===== config.mk =====
export PLATFORM = sky130hd
export DESIGN_NAME = tile_cache_distance_evict_unit
export DESIGN_NICKNAME = d
export VERILOG_FILES = /design/src/hw/rtl/tcde_pkg.sv /design/src/hw/rtl/tcde_tile_ram.sv /design/src/hw/rtl/tcde_scan_unit.sv /design/src/hw/rtl/tile_cache_distance_evict_unit.sv
export SDC_FILE = /design/constraint.sdc
export NUM_CORES = 1
export LEC_CHECK = 0
export BUFFER_PORTS_ARGS = -buffer_cell sky130_fd_sc_hd__buf_4
export CAP_MARGIN = 20
export CORE_UTILIZATION = 55
export CTS_CLUSTER_DIAMETER = 60
export DETAILED_ROUTE_END_ITERATION = 10
export PLACE_DENSITY = 0.77
export SYNTH_ARGS = -nofsm -noshare
export SYNTH_HDL_FRONTEND = slang
export SYNTH_SLANG_ARGS = --single-unit

===== constraint.sdc =====
create_clock -name clock -period 4.52 [get_ports clock]
set_input_delay 0.904 -clock clock [delete_from_list [all_inputs] [get_ports clock]]
set_output_delay 0.904 -clock clock [all_outputs]
set_load 0.05 [all_outputs]

===== src/hw/rtl/tcde_pkg.sv =====
package tcde_pkg;

   localparam int CACHE_SLOTS = 16;
   localparam int GRID_SIZE   = 64;

   localparam int SLOT_W  = $clog2(CACHE_SLOTS);
   localparam int COORD_W = 6;
   localparam int TILE_W  = 2 * COORD_W;
   localparam int DIST_W  = COORD_W + 1;
   localparam int REQ_W   = 8;
   localparam int RSP_SLOT_W = 4;

   localparam logic [SLOT_W-1:0] LAST_SLOT = SLOT_W'(CACHE_SLOTS - 1);

   typedef enum logic [1:0] {
      STATUS_REJECT = 2'd0,
      STATUS_HIT    = 2'd1,
      STATUS_FILL   = 2'd2,
      STATUS_EVICT  = 2'd3
   } status_type;

   typedef enum logic [1:0] {
      FSM_IDLE,
      FSM_SCAN,
      FSM_FINISH
   } fsm_type;

   // one slot read back from the tile memory
   typedef struct packed {
      logic              clear;
      logic              vld;
      logic [SLOT_W-1:0] idx;
      logic              slot_valid;
   } scan_beat_type;

   // running outcome of the slot scan
   typedef struct packed {
      logic              hit;
      logic [SLOT_W-1:0] hit_idx;
      logic              free_found;
      logic [SLOT_W-1:0] free_idx;
      logic [SLOT_W-1:0] victim_idx;
      logic [TILE_W-1:0] victim_tile;
   } scan_result_type;

endpackage


===== src/hw/rtl/tcde_tile_ram.sv =====
module tcde_tile_ram #(
   parameter int DEPTH = 16,
   parameter int WIDTH = 12
) (
   input  logic                     clock,
   input  logic                     wr_en,
   input  logic [$clog2(DEPTH)-1:0] wr_addr,
   input  logic [WIDTH-1:0]         wr_data,
   input  logic                     rd_en,
   input  logic [$clog2(DEPTH)-1:0] rd_addr,
   output logic [WIDTH-1:0]         rd_data
);

   logic [WIDTH-1:0] mem [DEPTH];
   logic [WIDTH-1:0] rd_data_ff;

   always_ff @(posedge clock) begin
      if (wr_en) begin
         mem[wr_addr] <= wr_data;
      end
   end

   always_ff @(posedge clock) begin
      if (rd_en) begin
         rd_data_ff <= mem[rd_addr];
      end
   end

   assign rd_data = rd_data_ff;

endmodule


===== src/hw/rtl/tcde_scan_unit.sv =====
module tcde_scan_unit (
   input  logic                             clock,
   input  tcde_pkg::scan_beat_type          beat,
   input  logic [tcde_pkg::TILE_W-1:0]      tile,
   input  logic [tcde_pkg::TILE_W-1:0]      key,
   input  logic [tcde_pkg::COORD_W-1:0]     centre_x,
   input  logic [tcde_pkg::COORD_W-1:0]     centre_z,
   output tcde_pkg::scan_result_type        result
);

   tcde_pkg::scan_result_type       res_ff;
   tcde_pkg::scan_result_type       res_in;
   logic [tcde_pkg::DIST_W-1:0]     best_ff;
   logic [tcde_pkg::DIST_W-1:0]     best_in;
   logic [tcde_pkg::COORD_W-1:0]    tx;
   logic [tcde_pkg::COORD_W-1:0]    tz;
   logic [tcde_pkg::COORD_W-1:0]    dx;
   logic [tcde_pkg::COORD_W-1:0]    dz;
   logic [tcde_pkg::DIST_W-1:0]     tile_dist;

   assign tx        = tile[tcde_pkg::TILE_W-1:tcde_pkg::COORD_W];
   assign tz        = tile[tcde_pkg::COORD_W-1:0];
   assign dx        = (tx > centre_x) ? (tx - centre_x) : (centre_x - tx);
   assign dz        = (tz > centre_z) ? (tz - centre_z) : (centre_z - tz);
   assign tile_dist = {1'b0, dx} + {1'b0, dz};

   always_comb begin
      res_in  = res_ff;
      best_in = best_ff;
      if (beat.clear) begin
         res_in.hit        = 1'b0;
         res_in.free_found = 1'b0;
         best_in           = '0;
      end else if (beat.vld) begin
         if (beat.slot_valid && (tile == key)) begin
            res_in.hit     = 1'b1;
            res_in.hit_idx = beat.idx;
         end
         if (!beat.slot_valid && !res_ff.free_found) begin
            res_in.free_found = 1'b1;
            res_in.free_idx   = beat.idx;
         end
         // slot 0 seeds the victim; later slots take over only when strictly farther
         if ((beat.idx == '0) || (tile_dist > best_ff)) begin
            best_in            = tile_dist;
            res_in.victim_idx  = beat.idx;
            res_in.victim_tile = tile;
         end
      end
   end

   always_ff @(posedge clock) begin
      res_ff  <= res_in;
      best_ff <= best_in;
   end

   assign result = res_ff;

endmodule


===== src/hw/rtl/tile_cache_distance_evict_unit.sv =====
// Tile cache with farthest-tile replacement, 16 fully associative slots.
//
// Request channel (req_*): tile column/row (signed), the viewer's centre tile
// and a present flag. An item is taken when req_valid is high and req_stall
// is low. Result channel (rsp_*): status, slot and, on an eviction, the
// coordinates of the tile that was thrown out; one result per request.
//
// Each request walks every slot of the tile memory, one slot per cycle, to
// find a hit, the lowest free slot and the farthest held tile in one pass.
// The memory read port sets the pace. An out-of-grid or absent tile skips
// the walk. The result is loaded into the output register at the finish
// step, after the walk ends; only then can the next request be taken.
//
// req_stall is high while an item is in flight. A stalled result sits in the
// output register; the next item is still taken and walked, and its result
// waits at the finish step until the output register frees up.
// Reset empties the cache (all valid bits cleared) and drops any item in
// flight; the tile memory itself is not cleared.
module tile_cache_distance_evict_unit (
   input  logic                              clock,
   input  logic                              reset,

   input  logic                              req_valid,
   output logic                              req_stall,
   input  logic signed [tcde_pkg::REQ_W-1:0] req_tile_x,
   input  logic signed [tcde_pkg::REQ_W-1:0] req_tile_z,
   input  logic [tcde_pkg::COORD_W-1:0]      req_centre_x,
   input  logic [tcde_pkg::COORD_W-1:0]      req_centre_z,
   input  logic                              req_tile_exists,

   output logic                              rsp_valid,
   input  logic                              rsp_stall,
   output logic [1:0]                        rsp_status,
   output logic [tcde_pkg::RSP_SLOT_W-1:0]   rsp_slot,
   output logic [tcde_pkg::COORD_W-1:0]      rsp_evicted_x,
   output logic [tcde_pkg::COORD_W-1:0]      rsp_evicted_z
);

   localparam int SW = tcde_pkg::SLOT_W;

   tcde_pkg::fsm_type               state_ff, state_in;

   // request held for the duration of the walk
   logic [tcde_pkg::TILE_W-1:0]     key_ff, key_in;
   logic [tcde_pkg::COORD_W-1:0]    cx_ff, cx_in;
   logic [tcde_pkg::COORD_W-1:0]    cz_ff, cz_in;
   logic                            reject_ff, reject_in;

   // memory walk
   logic [SW-1:0]                   rd_idx_ff, rd_idx_in;
   logic                            issued_all_ff, issued_all_in;
   logic                            beat_vld_ff, beat_vld_in;
   logic [SW-1:0]                   beat_idx_ff, beat_idx_in;
   logic [tcde_pkg::CACHE_SLOTS-1:0] slot_valid_ff, slot_valid_in;

   // output register
   logic                            rsp_valid_ff, rsp_valid_in;
   tcde_pkg::status_type            status_ff, status_in;
   logic [tcde_pkg::RSP_SLOT_W-1:0] slot_ff, slot_in;
   logic [tcde_pkg::COORD_W-1:0]    ex_ff, ex_in;
   logic [tcde_pkg::COORD_W-1:0]    ez_ff, ez_in;

   logic                            accept;
   logic                            x_in_grid;
   logic                            z_in_grid;
   logic                            reject_now;
   logic                            rd_en;
   logic                            rsp_load;
   logic                            scan_last;
   logic                            wr_en;
   logic [SW-1:0]                   wr_slot;
   logic [tcde_pkg::TILE_W-1:0]     rd_tile;
   tcde_pkg::scan_beat_type         beat;
   tcde_pkg::scan_result_type       scan_res;

   // ---------------------------------------------------------------- input
   assign accept = req_valid && !req_stall;

   assign x_in_grid = !req_tile_x[tcde_pkg::REQ_W-1] &&
                      ({1'b0, req_tile_x[tcde_pkg::REQ_W-2:0]} <
                       tcde_pkg::REQ_W'(tcde_pkg::GRID_SIZE));
   assign z_in_grid = !req_tile_z[tcde_pkg::REQ_W-1] &&
                      ({1'b0, req_tile_z[tcde_pkg::REQ_W-2:0]} <
                       tcde_pkg::REQ_W'(tcde_pkg::GRID_SIZE));
   assign reject_now = !(x_in_grid && z_in_grid && req_tile_exists);

   // --------------------------------------------------------- state machine
   assign scan_last = beat_vld_ff && (beat_idx_ff == tcde_pkg::LAST_SLOT);
   assign rsp_load  = (state_ff == tcde_pkg::FSM_FINISH) && (!rsp_valid_ff || !rsp_stall);

   always_comb begin
      state_in = state_ff;
      case (state_ff)
         tcde_pkg::FSM_IDLE: begin
            if (accept) begin
               state_in = reject_now ? tcde_pkg::FSM_FINISH : tcde_pkg::FSM_SCAN;
            end
         end
         tcde_pkg::FSM_SCAN: begin
            if (scan_last) begin
               state_in = tcde_pkg::FSM_FINISH;
            end
         end
         tcde_pkg::FSM_FINISH: begin
            if (rsp_load) begin
               state_in = tcde_pkg::FSM_IDLE;
            end
         end
         default: begin
            state_in = tcde_pkg::FSM_IDLE;
         end
      endcase
   end

   always_comb begin
      req_stall = 1'b1;
      rd_en     = 1'b0;
      case (state_ff)
         tcde_pkg::FSM_IDLE: begin
            req_stall = 1'b0;
         end
         tcde_pkg::FSM_SCAN: begin
            rd_en = !issued_all_ff;
         end
         tcde_pkg::FSM_FINISH: begin
            rd_en = 1'b0;
         end
         default: begin
            req_stall = 1'b1;
         end
      endcase
   end

   // ----------------------------------------------------- request capture
   always_comb begin
      key_in    = key_ff;
      cx_in     = cx_ff;
      cz_in     = cz_ff;
      reject_in = reject_ff;
      if (accept) begin
         key_in    = {req_tile_x[tcde_pkg::COORD_W-1:0], req_tile_z[tcde_pkg::COORD_W-1:0]};
         cx_in     = req_centre_x;
         cz_in     = req_centre_z;
         reject_in = reject_now;
      end
   end

   // ----------------------------------------------------------- slot walk
   // Issue one read address per cycle; the data and its slot number line up
   // in the following cycle as a beat for the scan unit.
   always_comb begin
      rd_idx_in     = rd_idx_ff;
      issued_all_in = issued_all_ff;
      if (accept) begin
         rd_idx_in     = '0;
         issued_all_in = 1'b0;
      end else if (rd_en) begin
         rd_idx_in = rd_idx_ff + SW'(1);
         if (rd_idx_ff == tcde_pkg::LAST_SLOT) begin
            issued_all_in = 1'b1;
         end
      end
   end

   assign beat_vld_in = rd_en;
   assign beat_idx_in = rd_idx_ff;

   assign beat.clear      = accept;
   assign beat.vld        = beat_vld_ff;
   assign beat.idx        = beat_idx_ff;
   assign beat.slot_valid = slot_valid_ff[beat_idx_ff];

   // ------------------------------------------------------ finish / write
   // Write back only on a fill or eviction; reads and writes never overlap
   // because the walk has ended before the finish step.
   assign wr_en   = rsp_load && !reject_ff && !scan_res.hit;
   assign wr_slot = scan_res.free_found ? scan_res.free_idx : scan_res.victim_idx;

   always_comb begin
      slot_valid_in = slot_valid_ff;
      if (wr_en) begin
         slot_valid_in[wr_slot] = 1'b1;
      end
   end

   always_comb begin
      status_in = status_ff;
      slot_in   = slot_ff;
      ex_in     = ex_ff;
      ez_in     = ez_ff;
      if (rsp_load) begin
         ex_in = '0;
         ez_in = '0;
         if (reject_ff) begin
            status_in = tcde_pkg::STATUS_REJECT;
            slot_in   = '0;
         end else if (scan_res.hit) begin
            status_in = tcde_pkg::STATUS_HIT;
            slot_in   = tcde_pkg::RSP_SLOT_W'(scan_res.hit_idx);
         end else if (scan_res.free_found) begin
            status_in = tcde_pkg::STATUS_FILL;
            slot_in   = tcde_pkg::RSP_SLOT_W'(scan_res.free_idx);
         end else begin
            status_in = tcde_pkg::STATUS_EVICT;
            slot_in   = tcde_pkg::RSP_SLOT_W'(scan_res.victim_idx);
            ex_in     = scan_res.victim_tile[tcde_pkg::TILE_W-1:tcde_pkg::COORD_W];
            ez_in     = scan_res.victim_tile[tcde_pkg::COORD_W-1:0];
         end
      end
   end

   // hold the result while stalled, drop it once taken
   always_comb begin
      if (rsp_load) begin
         rsp_valid_in = 1'b1;
      end else if (rsp_stall) begin
         rsp_valid_in = rsp_valid_ff;
      end else begin
         rsp_valid_in = 1'b0;
      end
   end

   // ------------------------------------------------------------ registers
   always_ff @(posedge clock) begin
      if (reset) begin
         state_ff      <= tcde_pkg::FSM_IDLE;
         issued_all_ff <= 1'b1;
         beat_vld_ff   <= 1'b0;
         slot_valid_ff <= '0;
         rsp_valid_ff  <= 1'b0;
      end else begin
         state_ff      <= state_in;
         issued_all_ff <= issued_all_in;
         beat_vld_ff   <= beat_vld_in;
         slot_valid_ff <= slot_valid_in;
         rsp_valid_ff  <= rsp_valid_in;
      end
   end

   always_ff @(posedge clock) begin
      key_ff      <= key_in;
      cx_ff       <= cx_in;
      cz_ff       <= cz_in;
      reject_ff   <= reject_in;
      rd_idx_ff   <= rd_idx_in;
      beat_idx_ff <= beat_idx_in;
      status_ff   <= status_in;
      slot_ff     <= slot_in;
      ex_ff       <= ex_in;
      ez_ff       <= ez_in;
   end

   // ---------------------------------------------------------- submodules
   tcde_tile_ram #(
      .DEPTH (tcde_pkg::CACHE_SLOTS),
      .WIDTH (tcde_pkg::TILE_W)
   ) u_tile_ram (
      .clock   (clock),
      .wr_en   (wr_en),
      .wr_addr (wr_slot),
      .wr_data (key_ff),
      .rd_en   (rd_en),
      .rd_addr (rd_idx_ff),
      .rd_data (rd_tile)
   );

   tcde_scan_unit u_scan (
      .clock    (clock),
      .beat     (beat),
      .tile     (rd_tile),
      .key      (key_ff),
      .centre_x (cx_ff),
      .centre_z (cz_ff),
      .result   (scan_res)
   );

   // -------------------------------------------------------------- outputs
   assign rsp_valid     = rsp_valid_ff;
   assign rsp_status    = status_ff;
   assign rsp_slot      = slot_ff;
   assign rsp_evicted_x = ex_ff;
   assign rsp_evicted_z = ez_ff;

endmodule


### Word-level counts from Yosys, hierarchy flattened

Memory sizes are Yosys's and may differ from the RTL's. A register that Yosys moved wholly into a read port is not among the register bits.
Cells that the tools add are included.

* register bits: 105
* RAM bits: 192
* input bits: 33
* word-level logic and storage cells: 111
* memories: 1

Memory list
* u_tile_ram.mem: words 16, bits a word 12, read ports 1, clocked after Yosys merged registers in 1, wr ports 1, line tcde_tile_ram.sv:14 `logic [WIDTH-1:0] mem [DEPTH];`

* add/subtract/negate cells: 6
* $lt $le $gt $ge: 8
* equal/unequal tests: 9
* mux-type cells: 24
* bitwise gates (word level): 2
* reductions and logical operators: 38

Operator list (number)
* subtractor 6 bit: 4
* bitwise OR 16 bit: 1
* less-than comparator 7 bit, second input constant: 2
* 2-to-1 mux 1 bit: 13
* == test 12 bit: 1
* > comparator 6 bit: 2
* logical AND 1 bit: 12
* 2-to-1 mux 6 bit: 2
* AND reduction 3 bit: 4
* logical NOT 1 bit: 10
* less-than comparator 4 x 5 -> 1 bit, second input constant: 2
* == test 4 bit, second input constant: 2
* 2-to-1 mux 2 bit: 4
* 2-to-1 mux 4 bit: 2
* AND reduction 2 bit: 4
* adder 6 x 6 -> 7 bit: 1
* > comparator 7 bit: 1
* != test 2 bit, second input constant: 3
* case mux 2 bit (3 select lines): 1
* adder 4 x 1 -> 4 bit, second input constant: 1
* binary-select mux 1 bit (select 4 bit): 1
* demux 1 bit (select 4 bit): 1
* >= comparator 4 x 1 -> 1 bit, second input constant: 1
* logical NOT 4 bit: 1
* other kinds (9): 11

### Longest topological paths before layout

Gate-level depths: netlist (run 1).

* word-level depth: 7
* mapped depth: 20

### Modules after synthesis

A second synthesis (run 1) with hierarchy kept.

* cell total of the unflattened synthesis: 767
* area, all modules: 13001.2 um2

Modules (own cells, without submodules)
* tcde_tile_ram: instances 1, cells each 329, area an instance 7719.9 um2, seq. area each 6125.9 um2
* tile_cache_distance_evict_unit: instances 1, cells each 196, area an instance 2716.4 um2, seq. area each 1871.8 um2
* tcde_scan_unit: instances 1, cells each 242, area an instance 2565.0 um2, seq. area each 900.9 um2

### Worst setup path after synthesis (run 1)

No wires, ideal clock.

* path type: reg2reg
* start: reg u_tile_ram.rd_data_ff[0], in the netlist u_tile_ram.rd_data[0], read port of u_tile_ram.mem
* end: reg u_scan.res_ff, in the netlist u_scan.result[0] (enable)
* library setup time: 0.388 ns
* arrival time: 4.477 ns
* setup slack: -0.345 ns
* stages on the path, launching flop included: 19
* path buffers: 0
* clock period less this slack: 4.865 ns
* cells stage by stage: edfxtp_1 inv_1 ha_1 inv_1 fa_1 a211oi_1 nor2_1 o31ai_4 mux2_1 fa_1 a211oi_1 o21ai_0 a21o_1 ha_1 nand4_1 a21oi_1 o22a_1 nor2_1 nor2_1

* cells in the longest elaborated chain, start to end: 6
* elaborated cells on any way between the ends: 8

RTL lines
* start: declaration: line tcde_tile_ram.sv:15 `logic [WIDTH-1:0] rd_data_ff;`
* subtractor 6 bit or > comparator 6 bit (tied branches): line tcde_scan_unit.sv:24 `assign dz = (tz > centre_z) ? (tz - centre_z) : (centre_z - tz);`
* 2-to-1 mux 6 bit (*): line tcde_scan_unit.sv:24
* adder 6 x 6 -> 7 bit (*): line tcde_scan_unit.sv:25 `assign tile_dist = {1'b0, dx} + {1'b0, dz};`
* net u_scan.tile_dist (one bit): line tcde_scan_unit.sv:19 `logic [tcde_pkg::DIST_W-1:0] tile_dist;`
* > comparator 7 bit (*): line tcde_scan_unit.sv:44 `if ((beat.idx == '0) || (tile_dist > best_ff)) begin`
* logical OR 1 bit (*): line tcde_scan_unit.sv:44
* AND reduction 3 bit (no line) (*)
* end signal: assignment: line tcde_scan_unit.sv:53 `res_ff <= res_in;`
* end: declaration: line tcde_scan_unit.sv:11 `tcde_pkg::scan_result_type res_ff;`

The timed path passes the listed nets; every way through them passes the cells marked *.
A chain may end at the register's enable or synchronous reset.

### Final worst setup path (run 1)

* start: reg u_tile_ram.rd_data_ff[0], in the netlist u_tile_ram.rd_data[0], read port of u_tile_ram.mem
* end: reg u_scan.res_ff, in the netlist u_scan.result[9] (enable)

Same word-level chain as after synthesis.

==> metrics.cfg, run 1 <==
[worst_setup_path]
cpPeakStageDelay_ps = 390
cp_data_arrival_time_ps = 4790
crit_chain = inv_1 > ha_2 > inv_2 > fa_2 > a211oi_2 > nor2_2 > o31ai_4 > buf_6 > mux2i_1 > xor2_1 > ha_1 > buf_6 > and3b_1 > a21oi_2 > o2111ai_4 > ha_4 > nand4_1 > a21oi_2 > o22a_1 > nor2_2 > nor2_4 > clkbuf_16
critPathMaxFanout = 8
r2r_slack_ps = -4
r2r_cells = 22
crit_slowest_cell = edfxtp_1
worstPathRequired_ps = 4790
crit_type = flip-flop to flip-flop
reg2reg_from = u_tile_ram.rd_data[0]
end_kind = flip-flop
r2r-end = u_scan.result[9]
critPathLaunchType = flip-flop

[final_layout]
syn_to_final_growth_pct = 15.4
antenna_cells = 0
final_layout_size_suffix_gt1_share_pct = 24.6
final_cell_mix = 271 x edfxtp_1, 88 x buf_4, 51 x a21oi_1
final_cell_count_no_fill = 1233
final_nets = 966
final_common_cell = edfxtp_1
post-route-util_pct = 64.4
fin_area_mm2 = 0.0151

[floorplan]
die_area_mm2 = 0.0244
die_height_um = 156
dieWidth_um = 156
rows = 56
placeableCoreArea_mm2 = 0.0234
initial_core_util_pct = 55.8
io-pin-count = 53

[detailed_routing]
drtAntennaViolNets = 0
drc = 0
routedWlPerCell_um = 22.4
dr.pass1.iters = 6
drt_wl_total_um = 27700
vias = 7219
drt_iter0_markers = 596
viasPerCell = 5.85

[grt]
grt_pass1_vias = 7109
track_usage_pct = 23.1
grt_pass1_wl_um = 41400
grt_overflow = 0
grt_max_degree = 36
antenna_found_initial = 0

[power]
vdd_ir_drop_max_mv = 0.390
leakagePower_nw = 5.16
power_density_mw_per_mm2 = 394

[clock_network]
clk_path_buf_depth = 3
root_buffer = clkbuf_16
cts_max_level = 1
cts_buffers = 30
cts_tree = done
clock_latency_ps = 570
clk_pin_slew_worst_paths_ps = 60
cts.hold.buffers_added = 0
cts.sinks = 309

[min_path]
hp-class = flip-flop to flip-flop
whs_path_depth = 2
whs_endpoint = slot_valid_ff[5]
min_from = slot_valid_ff[5]

[synthesis]
synth_area_leaders = edfxtp_1 62%, mux4_2 8.3%, dfxtp_1 5.8%, ha_1 3.5%, mux2i_1 2.4%
yosysSeqAreaShare_pct = 68.2
synthArstFlopShare_pct = 0
synthCells = 799
synth-edff-count = 271
synth_top_area_share_pct = 62.3
syn_nets = 873
synth_warnings = 0
syn_avg_cell_area_um2 = 16.3
synth_ff_type = edfxtp_1
synth_cell_types = 60
yosysTopAreaCell = edfxtp_1
synth_area_mm2 = 0.0131
ys_seq_elements = 309

[placement]
pre_cts_ws_ps = -149
dp_hpwl_um = 17300
port_buffers = 52
dp.cells = 1174
place.gp.congestion = 0.865
place_area_mm2 = 0.0140

[timing]
rsz0062_at_grt = true
fin_ws_ps = -4.11
tightestPinTransition_ps = 1000
fin_crit_ps = 4520
slew_headroom_pct = 32.8
maxSlewViolCount = 0
max_freq_ghz = 0.221
final.setup_skew_ps = 27.3
tns_ps = -31.8
hold_violations = 0
finalCritPeriodShare_pct = 100
setup_violations = 8

[outcome]
violations = negative setup slack
status = complete, but fails checks

[job]
maxCapViolCount = 0

==> cells by family (layout without fill, tap and decap cells) <==
| family | after synthesis | in the layout | share of synthesized area (%) |
|---|---|---|---|
| DFF | 309 | 309 | 68.2 |
| and+or+nand+nor | 147 | 147 | 5.71 |
| AOI/OAI and AO/OA | 116 | 116 | 5.80 |
| muxes | 87 | 87 | 11.8 |
| buffers and inverters | 73 | 188 | 2.51 |
| adders and majority gates | 41 | 41 | 4.22 |
| xor gates and xnor gates | 26 | 26 | 1.74 |
==> synth_stat cells, types with 6 or more instances <==
master and count:
xor2_1 15, nor2b_1 17, dfxtp_1 38, clkbuf_1 15, a21oi_1 54, o21ai_0 7
nand3_1 6, inv_1 42, a21o_1 8, and2_1 14, nand2_1 16, mux4_2 48
a211oi_1 17, mux2i_1 31, xnor2_1 11, edfxtp_1 271, buf_2 10, nor2_1 64
ha_1 36
==> flip-flops by register name, summed over array words and instances, names as in the netlist <==
name,cells
beat_idx_ff,4
beat_idx_in,4
beat_vld_ff,1
cx_ff,6
cz_ff,6
issued_all_ff,1
key_ff,12
reject_ff,1
rsp_evicted_x,6
rsp_evicted_z,6
rsp_slot,4
rsp_status,2
rsp_valid,1
slot_valid_ff,16
state_ff,2
u_scan.best_ff,7
u_scan.result,26
u_tile_ram.mem,192
u_tile_ram.rd_data,12
==> metrics by stage <==
step | power, mW | hold slack, ps
2_1_floorplan | 3.47 | 329
6_report | 5.94 | 470
3_5_place_dp | 3.61 | 456
4_1_cts | 5.89 | 473
5_1_grt | 6.12 | 483
3_3_place_gp | 3.60 | 441
==> critical path, delay by kind of cell (launching register included) <==
family,cells,cell delay [ps]
muxes,1,220
buffers and inverters,5,560
adders and majority gates,4,1160
and+or+nand+nor,5,610
DFF,1,390
AOI/OAI and AO/OA,6,1150
xor gates and xnor gates,1,110
==> worst max path at each step <==
stage,start,slack [ps],cells after the start,to
2_1_floorplan,u_tile_ram.rd_data[0],100,18,u_scan.result[0]
3_3_place_gp,u_tile_ram.rd_data[0],4,20,u_scan.best_ff[6]
3_5_place_dp,u_tile_ram.rd_data[0],-150,20,u_scan.best_ff[3]
4_1_cts,u_tile_ram.rd_data[0],2,19,u_scan.result[1]
5_1_grt,u_tile_ram.rd_data[0],-240,22,u_scan.result[11]
6_report,u_tile_ram.rd_data[0],-4,22,u_scan.result[9]
==> per-layer routing <==
metal  vias to the layer above  GRT usage (%)  part of all wire [%]
met5                         -              0                     0
met4                         0           7.14                   2.6
met3                        53           3.00                   6.8
met2                       312           39.1                    50
met1                      3586           31.4                    41
li1                       3268              -                     -
==> cell type report <==
type                       instances  area [um2]
tap                              319         399
clock inverter                    20         146
inverter                          42         158
timing repair buffer              92         728
clock buffer                      34         766
fill                            1626        8340
multi-input combinational        417        3960
sequential                       309        8900
==> timing repair <==
item / in CTS / in global routing
setup buffers: 1 / 3
pin swaps: 3 / 13
cloned: 0 / 1
gates resized for setup: 7 / 17
setup endpoints to repair: 23 / 23
==> report_power, final <==
group          switching [mW]  internal [mW]
logic                   0.250          0.213
registers              0.0437           3.13
clock network            1.03           1.27
total                    1.32           4.61
Note: power is estimated with default switching activity, not from simulation.
==> run 2: changes to the inputs <==
--- a/config.mk
+++ b/config.mk
@@ -6,10 +6,10 @@
 export NUM_CORES = 1
 export LEC_CHECK = 0
 export BUFFER_PORTS_ARGS = -buffer_cell sky130_fd_sc_hd__buf_4
-export CAP_MARGIN = 20
 export CORE_UTILIZATION = 55
 export CTS_CLUSTER_DIAMETER = 60
 export DETAILED_ROUTE_END_ITERATION = 10
+export GPL_TIMING_DRIVEN = 0
 export PLACE_DENSITY = 0.77
 export SYNTH_ARGS = -nofsm -noshare
 export SYNTH_HDL_FRONTEND = slang
==> metrics.cfg, run 2 (synthesis results as in run 1) <==
[outcome]
status = complete, but fails checks
violations = negative setup slack

[job]
maxCapViolCount = 0

[power]
leakagePower_nw = 5.16
vdd_ir_drop_max_mv = 0.460
power_density_mw_per_mm2 = 404
power.total_mw = 6.09

[final_layout]
fin_area_mm2 = 0.0151
final_layout_size_suffix_gt1_share_pct = 22.8
regMostFlops = u_tile_ram.mem
syn_to_final_growth_pct = 15.6
final_cell_mix = 271 x edfxtp_1, 61 x buf_4, 59 x nor2_1
final_nets = 970
antenna_cells = 0
largest_reg_flops = 192
final_cell_count_no_fill = 1237
nFillCells = 1639
final_common_cell = edfxtp_1

[detailed_routing]
vias = 7274
drtAntennaViolNets = 0
drt_iter0_markers = 526
dr.pass1.iters = 5
routedWlPerCell_um = 22.3
viasPerCell = 5.88
drc = 0
drt_wl_total_um = 27600

[timing]
tightestPinTransition_ps = 1400
whs_ps = 362
fin_crit_ps = 4660
fin_ws_ps = -139
max_freq_ghz = 0.215
final.setup_skew_ps = 20.8
rsz0062_at_grt = true
finalCritPeriodShare_pct = 103
slew_headroom_pct = 6.08
maxSlewViolCount = 0
setup_violations = 23
hold_violations = 0

[grt]
antenna_found_initial = 0
grt_pass1_wl_um = 41800
grt_overflow = 0
grt_pass1_vias = 7296
grt_max_degree = 35
track_usage_pct = 23.4

[worst_setup_path]
critPathLaunchType = flip-flop
cp_data_arrival_time_ps = 5070
critPathMaxFanout = 7
crit_type = flip-flop to flip-flop
worstPathRequired_ps = 4930
end_kind = flip-flop

[placement]
place_area_mm2 = 0.0139
dp_hpwl_um = 17500
place.gp.congestion = 0.855
dp.cells = 1171
pre_cts_ws_ps = -517
port_buffers = 52

[floorplan]
placeableCoreArea_mm2 = 0.0234
dieWidth_um = 156
rows = 56
die_height_um = 156
die_area_mm2 = 0.0244
initial_core_util_pct = 55.8
io-pin-count = 53

[clock_network]
clk_path_buf_depth = 3
cts_buffers = 30
root_buffer = clkbuf_16
cts.hold.buffers_added = 0
clk_pin_slew_worst_paths_ps = 60
cts_max_level = 1
cts.sinks = 309
cts_tree = done
clock_latency_ps = 570

[min_path]
hp-class = flip-flop to flip-flop

run 2: power by group:
group	total [mW]	internal, mW	switching, mW	leakage (nW)
combinational	0.439	0.201	0.238	1.91
sequential	3.18	3.13	0.0461	2.77
clock	2.48	1.44	1.04	0.479
run 2: worst paths after layout:
kind	slack, ps	start	end	cells past startpoint
worst max-delay path	-140	u_tile_ram.rd_data[0]	u_scan.best_ff[3]	21
worst min-delay path	360	beat_idx_in[3]	beat_idx_ff[3]	0
worst max register to register	-140	u_tile_ram.rd_data[0]	u_scan.best_ff[3]	21
worst min register to register	360	beat_idx_in[3]	beat_idx_ff[3]	0
run 2: metal layers:
| layer | up-vias | part of all wire [%] | wire length, um | GRT usage [%] |
|---|---|---|---|---|
| met5 | - | 0 | 0 | 0 |
| met4 | 0 | 2.6 | 727 | 6.77 |
| met3 | 48 | 6.4 | 1770 | 3.56 |
| met2 | 286 | 50 | 13900 | 40.3 |
| met1 | 3676 | 41 | 11300 | 30.9 |
| li1 | 3264 | - | - | - |
run 2: cell type report:
cell class	count	area (um2)	area share (%)
plain buffers	31	175	1.16
clock inverters	17	183	1.21
well taps	319	399	2.65
inverters	42	158	1.04
repair buffers	65	519	3.44
flip-flops and latches	309	8900	59.0
clock buffers	37	807	5.35
multi-input cells	417	3950	26.2
run 2: critical path: stages, from the launching register on:
cell and delay [ps]:
edfxtp_1 440, inv_1 90, ha_2 180, inv_2 40, fa_2 370, a211oi_2 210
nor2_2 80, o31ai_4 230, buf_6 170, mux2i_1 210, xor2_1 260, ha_1 300
or4b_1 540, o2111ai_2 120, ha_1 280, nand4_1 150, a21oi_2 50, buf_4 130
o31a_1 270, buf_6 150, mux2i_2 170, nor2_1 60
run 2: stage by stage:
stage | setup TNS [ps] | utilization (%)
after CTS | -2280 | 64.2
after global routing | -6770 | 64.5
final | -1680 | 64.5
after detailed placement | -9790 | 59.3
after global placement | -11100 | 59.2
after floorplan | 0 | -
run 2: timing repair:
| action | 4_1_cts | 5_1_grt |
|---|---|---|
| resized for setup | 13 | 16 |
| cloned | 1 | 0 |
| buffers inserted | 9 | 4 |
| endpoints found under the setup margin | 23 | 23 |
| pin swaps | 8 | 10 |
==> run 3: changes to the inputs <==
--- a/config.mk
+++ b/config.mk
@@ -6,11 +6,12 @@
 export NUM_CORES = 1
 export LEC_CHECK = 0
 export BUFFER_PORTS_ARGS = -buffer_cell sky130_fd_sc_hd__buf_4
-export CORE_UTILIZATION = 55
+export CAP_MARGIN = 20
+export CORE_UTILIZATION = 28
 export CTS_CLUSTER_DIAMETER = 60
 export DETAILED_ROUTE_END_ITERATION = 10
 export GPL_TIMING_DRIVEN = 0
-export PLACE_DENSITY = 0.77
+export PLACE_DENSITY = 0.46
 export SYNTH_ARGS = -nofsm -noshare
 export SYNTH_HDL_FRONTEND = slang
 export SYNTH_SLANG_ARGS = --single-unit
==> metrics.cfg, run 3 (synthesis results as in run 1) <==
[final_layout]
final_cell_count_no_fill = 1552
largest_reg_flops = 192
regMostFlops = u_tile_ram.mem
ff_latch_area_mm2 = 0.00890
nFillCells = 4465
final_layout_size_suffix_gt1_share_pct = 24.6
final_common_cell = edfxtp_1
antenna_cells = 0
final_cell_mix = 271 x edfxtp_1, 64 x buf_4, 61 x nor2_1
final_nets = 997
post-route-util_pct = 34.8
syn_to_final_growth_pct = 21.7
multiInputGateArea_mm2 = 0.00390

[clock_network]
clk_pin_slew_worst_paths_ps = 60
clk_path_buf_depth = 3
cts.sinks = 309
root_buffer = clkbuf_16
cts_buffers = 37
cts_max_level = 2
cts_tree = done
clock_latency_ps = 540

[floorplan]
io-pin-count = 53
die_area_mm2 = 0.0475
die_height_um = 218
dieWidth_um = 218
rows = 78
initial_core_util_pct = 28.6
placeableCoreArea_mm2 = 0.0457

[timing]
tightestPinTransition_ps = 941
final.setup_skew_ps = 20.7
slew_headroom_pct = 37.3
fin_crit_ps = 4560
finalCritPeriodShare_pct = 101
max_freq_ghz = 0.220
hold_violations = 0
rsz0062_at_grt = true
maxSlewViolCount = 0
setup_violations = 17
fin_ws_ps = -35.3
whs_ps = 347

[worst_setup_path]
crit_type = flip-flop to flip-flop
end_kind = flip-flop
critPathMaxFanout = 8
cp_data_arrival_time_ps = 4790
worstPathRequired_ps = 4750
critPathLaunchType = flip-flop

[placement]
place.gp.congestion = 0.763
pre_cts_ws_ps = -711
port_buffers = 52
dp.cells = 1470
dp_hpwl_um = 21300

[power]
leakagePower_nw = 5.41
power.total_mw = 6.69
vdd_ir_drop_max_mv = 0.273
power_density_mw_per_mm2 = 421

[detailed_routing]
vias = 7085
drt_iter0_markers = 451
drtAntennaViolNets = 0
routedWlPerCell_um = 20.2
drc = 0
viasPerCell = 4.57
drt_wl_total_um = 31400
dr.pass1.iters = 5

[job]
maxCapViolCount = 0

[grt]
grt_pass1_wl_um = 47300
grt_pass1_vias = 7441
antenna_found_initial = 0
track_usage_pct = 13.6
grt_overflow = 0
grt_max_degree = 25

[min_path]
hp-class = flip-flop to flip-flop

[outcome]
violations = negative setup slack
status = complete, but fails checks

run 3: metrics by stage:
stage	instance area [um2]	setup TNS, ps
CTS	15900	-3070
global placement	14200	-31720
detailed placement	14400	-13940
finish	15900	-338
global route	15900	-6750
floorplan	13100	0
run 3: report_power, final:
part           internal, mW  switching (mW)
logic                 0.202           0.232
clock network          1.89            1.20
registers              3.13          0.0486
run 3: cell type report:
cell class / count / area share [%]
sequential: 309 / 56.0
multi-input combinational: 417 / 24.6
clock buffer: 45 / 6.35
tap: 600 / 4.73
timing repair buffer: 85 / 4.62
clock inverter: 23 / 1.61
buffer: 31 / 1.10
inverter: 42 / 0.993
run 3: timing repair:
| item | in CTS | in global routing |
|---|---|---|
| gates cloned | 1 | 0 |
| endpoints found under the setup margin | 23 | 23 |
| setup buffers | 14 | 1 |
| pin swaps | 10 | 20 |
| hold buffers | 0 | 0 |
| resized for setup | 23 | 2 |
run 3: path summary, 6_finish.rpt:
kind,cells after the start,end,start,slack (ps)
worst max register to register,21,u_scan.result[15],u_tile_ram.rd_data[0],-40
worst min-delay path,0,beat_idx_ff[3],beat_idx_in[3],350
worst max-delay path,21,u_scan.result[15],u_tile_ram.rd_data[0],-40
worst min register to register,0,beat_idx_ff[3],beat_idx_in[3],350
run 3: per-layer routing:
| layer | track usage (%) | part of all wire, % |
|---|---|---|
| met4 | 4.57 | 2.7 |
| met3 | 2.69 | 4.7 |
| met2 | 21.7 | 46 |
| met5 | 0 | 0 |
| met1 | 18.5 | 46 |
run 3: critical path: stages (launching register included):
cell and delay [ps]:
edfxtp_1 430, inv_1 90, ha_2 180, inv_2 40, fa_2 390, a211oi_2 240, nor2_2 70, o31ai_4 180
buf_6 160, mux2i_2 220, xnor2_1 120, ha_2 370, o21ai_2 70, or4b_1 480, o2111ai_2 110, ha_1 220
o21ai_1 80, o21bai_1 230, o22a_1 220, nor2_4 50, nor2_4 120, buf_6 160
